[src/rtl/yrfc_pkg.sv]
// shared types, constants and angle table for the yaw footprint corner block
package yrfc_pkg;

  localparam int ANGLE_BITS    = 16;
  localparam int CORDIC_STAGES = 16;
  localparam int TAB_LEN       = 24;
  localparam int NUM_STG       = (CORDIC_STAGES < TAB_LEN) ? CORDIC_STAGES : TAB_LEN;
  localparam int STG_W         = $clog2(TAB_LEN);

  // datapath widths
  localparam int VEC_W  = 37;
  localparam int ROT_W  = 33;
  localparam int TRIG_W = ROT_W - 14;
  localparam int PROD_W = 33 + TRIG_W;
  localparam int ACC_W  = PROD_W + 4;

  localparam logic [1:0] LAST_IDX = 2'd3;

  // rotating cordic start value, gain 0.607252935 in Q3.30
  localparam logic signed [ROT_W-1:0] GAIN_Q30 = ROT_W'(652032874);

  // atan(2^-i) as a fraction of a turn scaled by 2^32
  localparam logic [31:0] TURN_ATAN [TAB_LEN] = '{
    32'd536870912, 32'd316933406, 32'd167458907, 32'd85004756, 32'd42667331,
    32'd21354465, 32'd10679838, 32'd5340245, 32'd2670163, 32'd1335087,
    32'd667544, 32'd333772, 32'd166886, 32'd83443, 32'd41722, 32'd20861,
    32'd10430, 32'd5215, 32'd2608, 32'd1304, 32'd652, 32'd326, 32'd163, 32'd81
  };

  typedef struct packed {
    logic signed [15:0] rot_w;
    logic signed [15:0] rot_x;
    logic signed [15:0] rot_y;
    logic signed [15:0] rot_z;
    logic [15:0]        size_x;
    logic [15:0]        size_z;
    logic [15:0]        scale_x;
    logic [15:0]        scale_z;
    logic signed [23:0] position_x;
    logic signed [23:0] position_z;
  } in_req_t;

  typedef struct packed {
    logic signed [23:0] corner_x;
    logic signed [23:0] corner_z;
    logic [1:0]         corner_index;
    logic               last_corner;
  } out_req_t;

  // vectoring cell state
  typedef struct packed {
    logic signed [VEC_W-1:0] x;
    logic signed [VEC_W-1:0] y;
    logic [ANGLE_BITS-1:0]   z;
    logic                    zero;
  } vec_t;

  // rotating cell state
  typedef struct packed {
    logic signed [ROT_W-1:0]    x;
    logic signed [ROT_W-1:0]    y;
    logic signed [ANGLE_BITS:0] z;
    logic                       flip;
  } rot_t;

  // per-object data riding alongside the cordic chains
  typedef struct packed {
    logic [31:0]        hx;
    logic [31:0]        hz;
    logic signed [23:0] px;
    logic signed [23:0] pz;
  } side_t;

  // stage angle rounded to ANGLE_BITS
  function automatic logic [ANGLE_BITS-1:0] stage_angle(input logic [STG_W-1:0] idx);
    logic [32:0] t;
    t = {1'b0, TURN_ATAN[idx]} + (33'd1 << (31 - ANGLE_BITS));
    return t[32-ANGLE_BITS +: ANGLE_BITS];
  endfunction

endpackage

[src/rtl/yrfc_rot_cell.sv]
// one rotating cordic iteration with its output register
module yrfc_rot_cell (
  input  logic                          clk_i,
  input  logic                          en_i,
  input  logic [yrfc_pkg::STG_W-1:0]    stage_i,
  input  yrfc_pkg::rot_t                cell_i,
  output yrfc_pkg::rot_t                cell_o
);

  logic signed [yrfc_pkg::ROT_W-1:0]    x, y, xs, ys;
  logic signed [yrfc_pkg::ANGLE_BITS:0] z, ang;
  yrfc_pkg::rot_t                       cell_d, cell_q;

  // drive residual angle toward zero
  always_comb begin
    x   = cell_i.x;
    y   = cell_i.y;
    z   = cell_i.z;
    xs  = x >>> stage_i;
    ys  = y >>> stage_i;
    ang = signed'({1'b0, yrfc_pkg::stage_angle(stage_i)});
    cell_d = cell_i;
    if (z >= 0) begin
      cell_d.x = x - ys;
      cell_d.y = y + xs;
      cell_d.z = z - ang;
    end else begin
      cell_d.x = x + ys;
      cell_d.y = y - xs;
      cell_d.z = z + ang;
    end
  end

  always_ff @(posedge clk_i) begin
    if (en_i) cell_q <= cell_d;
  end

  assign cell_o = cell_q;

endmodule
[config.mk]
export PLATFORM = sky130hd
export DESIGN_NAME = yrfc_rot_cell
export DESIGN_NICKNAME = d
export VERILOG_FILES = /design/src/rtl/yrfc_pkg.sv /design/src/rtl/yrfc_rot_cell.sv
export SDC_FILE = /design/constraint.sdc
export NUM_CORES = 1
export LEC_CHECK = 0
export BUFFER_PORTS_ARGS = -buffer_cell sky130_fd_sc_hd__buf_4
export CAP_MARGIN = 15
export CORE_AREA = 8 8 172 174
export DETAILED_ROUTE_END_ITERATION = 16
export DIE_AREA = 0 0 180 182
export PLACE_DENSITY = 0.7
export SYNTH_ARGS = -nofsm -noshare
export SYNTH_HDL_FRONTEND = slang
export SYNTH_SLANG_ARGS = --single-unit
[constraint.sdc]
create_clock -name clk_i -period 8.38 [get_ports clk_i]
set_input_delay 1.257 -clock clk_i [delete_from_list [all_inputs] [get_ports clk_i]]
set_output_delay 1.257 -clock clk_i [all_outputs]
set_load 0.01 [all_outputs]
* Word level (Yosys, flattened, before mapping) *
Memory sizes are Yosys's and may differ from the RTL's.
Index checks and enable logic that the tools add are counted.

word-level totals
  memories kept = 1
  ROM bits = 1,024
  register bits = 84
  word-level logic and storage cells = 20

cells by class
  shifts and indexed selects = 2
  bitwise gates (word level) = 1
  $lt $le $gt $ge = 2
  add/sub/neg operators = 7
  mux-type cells = 3

memories
  memory           words  bits a word  rd ports  clocked after Yosys merged registers in  write ports  RTL line        RTL
  (no name shown)  32     32           1         0                                        0            yrfc_pkg.sv:77  t = {1'b0, TURN_ATAN[idx]} + (33'd1 << (31 - ANGLE_BITS));

operators with widths
  kind                                                                                   number
  83-bit 2-to-1 mux                                                                      1
  33-bit adder                                                                           2
  33-bit by 5-bit >>> shifter with 33-bit output                                         2
  33-bit subtractor                                                                      2
  32-bit 2-to-1 mux                                                                      2
  32-bit by 16-bit adder with 32-bit output (second input constant)                      1
  17-bit adder                                                                           1
  17-bit by 1-bit greater-or-equal comparator with 1-bit output (second input constant)  1
  17-bit subtractor                                                                      1
  6-bit greater-or-equal comparator (second input constant)                              1
  5-bit NOT with 6-bit output                                                            1

* Longest topological paths before layout *
  word-level depth = 7
  depth in mapped cells = 28

* Worst setup path before layout *
No wires, ideal clock.

  path type = input port to flip-flop
  from = in stage_i[1] (netlist bit)
  to = reg cell_q (netlist bit cell_o[50]), data pin
  buffers on the path = 5
  required time = 8,112 ps
  setup time = 268 ps
  arrival time = 6,800 ps
  slack = 1,313 ps
  stages on the path = 25
  path through = clkbuf_1 -> buf_2 -> clkbuf_1 -> buf_2 -> mux2_2 -> mux2i_1 -> nor2_1 -> a31oi_1 -> ha_1 -> nand2_1 -> or2_2 -> o31ai_1 -> a31oi_1 -> xnor2_1 -> ha_1 -> clkbuf_1 -> a21oi_1 -> nand2_1 -> a221oi_1 -> a31oi_1 -> a221o_1 -> a2111oi_0 -> o31ai_1 -> a21o_1 -> xnor3_1

RTL lines
  item                  RTL line             RTL
  from (decl)           yrfc_rot_cell.sv:5   input logic [yrfc_pkg::STG_W-1:0] stage_i,
  to (signal assigned)  yrfc_rot_cell.sv:35  if (en_i) cell_q <= cell_d;
  to (decl)             yrfc_rot_cell.sv:12  yrfc_pkg::rot_t cell_d, cell_q;

==> flow_summary.ini <==
[setup_path]
endpoint_kind = flip-flop
arrival_ps = 7810
cp.required_ps = 8590
crit_fanout = 52
path_class = primary input to flip-flop
start_kind = primary input

[power_and_ir_drop]
p_leak_nw = 6.018
powerDensity_nw_per_um2 = 173.7
peakVddDrop_uv = 131.4

[placed_design]
portBuffers = 174
place_congestion = 1.014
dp_hpwl_um = 37500

[min_path]
min_from = cell_i[0]
worstHoldPathCells = 1
min_path_type = primary input to flip-flop
holdPathEnd = cell_o[0]

[routing]
via_count = 12840
ant_nets = 0
drt_pass1_iterations = 6
vias_per_cell = 6.696
wl_um = 48380
drc = 0
wl_per_cell_um = 25.24
drtIter0Drc = 1472

[cells_and_area]
fin_util_pct = 56.28
fillerInstances = 2436
syn_to_final_growth_pct = 14.30
fin_nets = 1754
largest_reg_flops = 84
multiInputGateArea_um2 = 10030
final_layout_size_suffix_gt1_share_pct = 21.89
n_antenna_cell = 0
seq_area_um2 = 2522

[logic_synthesis]
yosys.area.top_type = edfxtp_1
syn_area_per_cell_um2 = 9.157
syn_inst = 1433
synth.top_cells.by_area = edfxtp_1 19%, mux4_2 14%, ha_1 8.5%, xnor2_1 6.0%, mux2i_1 4.5%
synth-edff-count = 84
yosysMostFrequentCell = nand2_1
netlist_area_um2 = 13120
synth_top_area_share_pct = 19.22
synth_commonest_cells = 120 x nand2_1, 103 x a21oi_1, 94 x nor2_1, 90 x xnor2_1, 89 x ha_1
ys_seq_elements = 84
async_flop_share_pct = 0
synthDistinctLibCells = 90
synth_ff_type = edfxtp_1
ys_warn_count = 0
synth_nets = 1616
ys_seq_area_share_pct = 19.22

[clock_tree]
cts-root-buf = clkbuf_16
cts_setup_buffers = 0
cts_resized = 0
hold_buffers = 0
cts.sinks = 84
clkTransAtPathRegs_ps = 80
clock_path_buffers = 2
htree_levels = 3
cts_tree = done
numCtsBuffers = 9

[sta]
worstMarginPinSlew_ps = 1121
fmax_mhz = 131.6
timing.final.crit_share_pct = 90.68
finalHoldViolCount = 0
maxSlewViolCount = 0
setup_viol = 0
rsz0062_at_grt = no
fin_crit_ps = 7599
slew_headroom_pct = 25.27
tns_ps = 0

[floorplan]
die_h_um = 182
io-pin-count = 175
num_rows = 60
initial_utilization_pct = 49.24
core_area_um2 = 26650
die_w_um = 180
dieArea_um2 = 32760

[flow_run]
timing.max_cap.violations = 0

[global_route]
grt_max_degree = 85
grtUsageTotal_pct = 28.64
gr-total-overflow = 0
grt_pass1_vias = 12690
antenna_found_initial = 0
grt_pass1_wl_um = 74500

[run_status]
status = complete, no violations
logic make-up after synthesis:
family / synth area share, %
buffers and inverters: 4.367
AOI/OAI and AO/OA: 21.25
and+or+nand+nor: 15.12
xor gates and xnor gates: 9.983
muxes: 21.11
DFF: 19.22
adders and majority gates: 8.944
per-stage QoR:
step / power [mW] / instance area (µm²) / hold WS, ps / setup slack, ps / std cells
3_3_place_gp: 2.146 / 14710 / 1437 / 554.2 / 1901
5_1_grt: 2.759 / 15000 / 1065 / 375.9 / 1917
6_report: 2.606 / 15000 / 1066 / 780.9 / 1917
4_1_cts: 2.604 / 15000 / 1057 / 834.2 / 1917
2_1_floorplan: 1.651 / 13120 / 1356 / 1313 / 1433
3_5_place_dp: 2.163 / 14710 / 1438 / 488.4 / 1901
area by class of cell:
cell class / count / share of cell area (%)
Multi-Input combinational cell: 1226 / 66.86
Sequential cell: 84 / 16.82
Timing Repair Buffer: 207 / 10.47
Tap cell: 341 / 2.845
Clock buffer: 9 / 1.502
Inverter: 43 / 1.076
Clock inverter: 7 / 0.4338
cells in the final DEF, fill, tap and decap left out, drive strengths merged, types with 14 or more instances in the layout:
master  synthesis  routed
nand3          31      31
nor3           27      27
o21ai          83      83
mux4           84      84
a211oi         19      19
and2           14      14
xnor2          90      90
buf            40     207
nand2         120     120
inv            43      48
mux2           24      24
a21o           27      27
nand2b         19      19
xor2           57      57
mux2i          60      60
o31ai          21      21
edfxtp         84      84
a31oi          19      19
nor2           94      94
nor2b          22      22
a21oi         103     103
o21a           19      19
ha             89      89
o22ai          17      17
where the power goes:
| group | leakage [nW] | internal (mW) | switching, mW |
|---|---|---|---|
| Sequential | 0.822 | 0.636 | 0.0320 |
| Combinational | 5.06 | 0.666 | 0.842 |
| Clock | 0.141 | 0.210 | 0.220 |
worst max-delay path, stage by stage:
cell and delay [ps]:
buf_6 480, buf_12 350, mux4_2 590, a222oi_1 590
o22ai_1 300, nor4_1 420, nand4_1 350, or3_1 480
o21ai_0 220, xor2_1 100, ha_1 410, and4_1 260
nand3_1 90, a211oi_1 330, nor3_1 120, o31ai_1 510
a221o_1 370, a21oi_1 160, o211ai_1 170, a21boi_0 200
layer usage:
| metal | part of all wire (%) | global-route usage [%] |
|---|---|---|
| met4 | 4.2 | 13.30 |
| met2 | 46 | 46.37 |
| met3 | 8.8 | 5.709 |
| met5 | 0 | 0 |
| met1 | 41 | 36.39 |
how the worst max path moves through the flow:
stage,slack (ps),start,to
after floorplan,1310,stage_i[1],cell_o[50]
after global placement,550,stage_i[0],cell_o[50]
after detailed placement,490,stage_i[0],cell_o[82]
after CTS,830,stage_i[0],cell_o[82]
after global routing,380,stage_i[0],cell_o[82]
final,780,stage_i[0],cell_o[82]
Power figures use the tool's default switching activity.
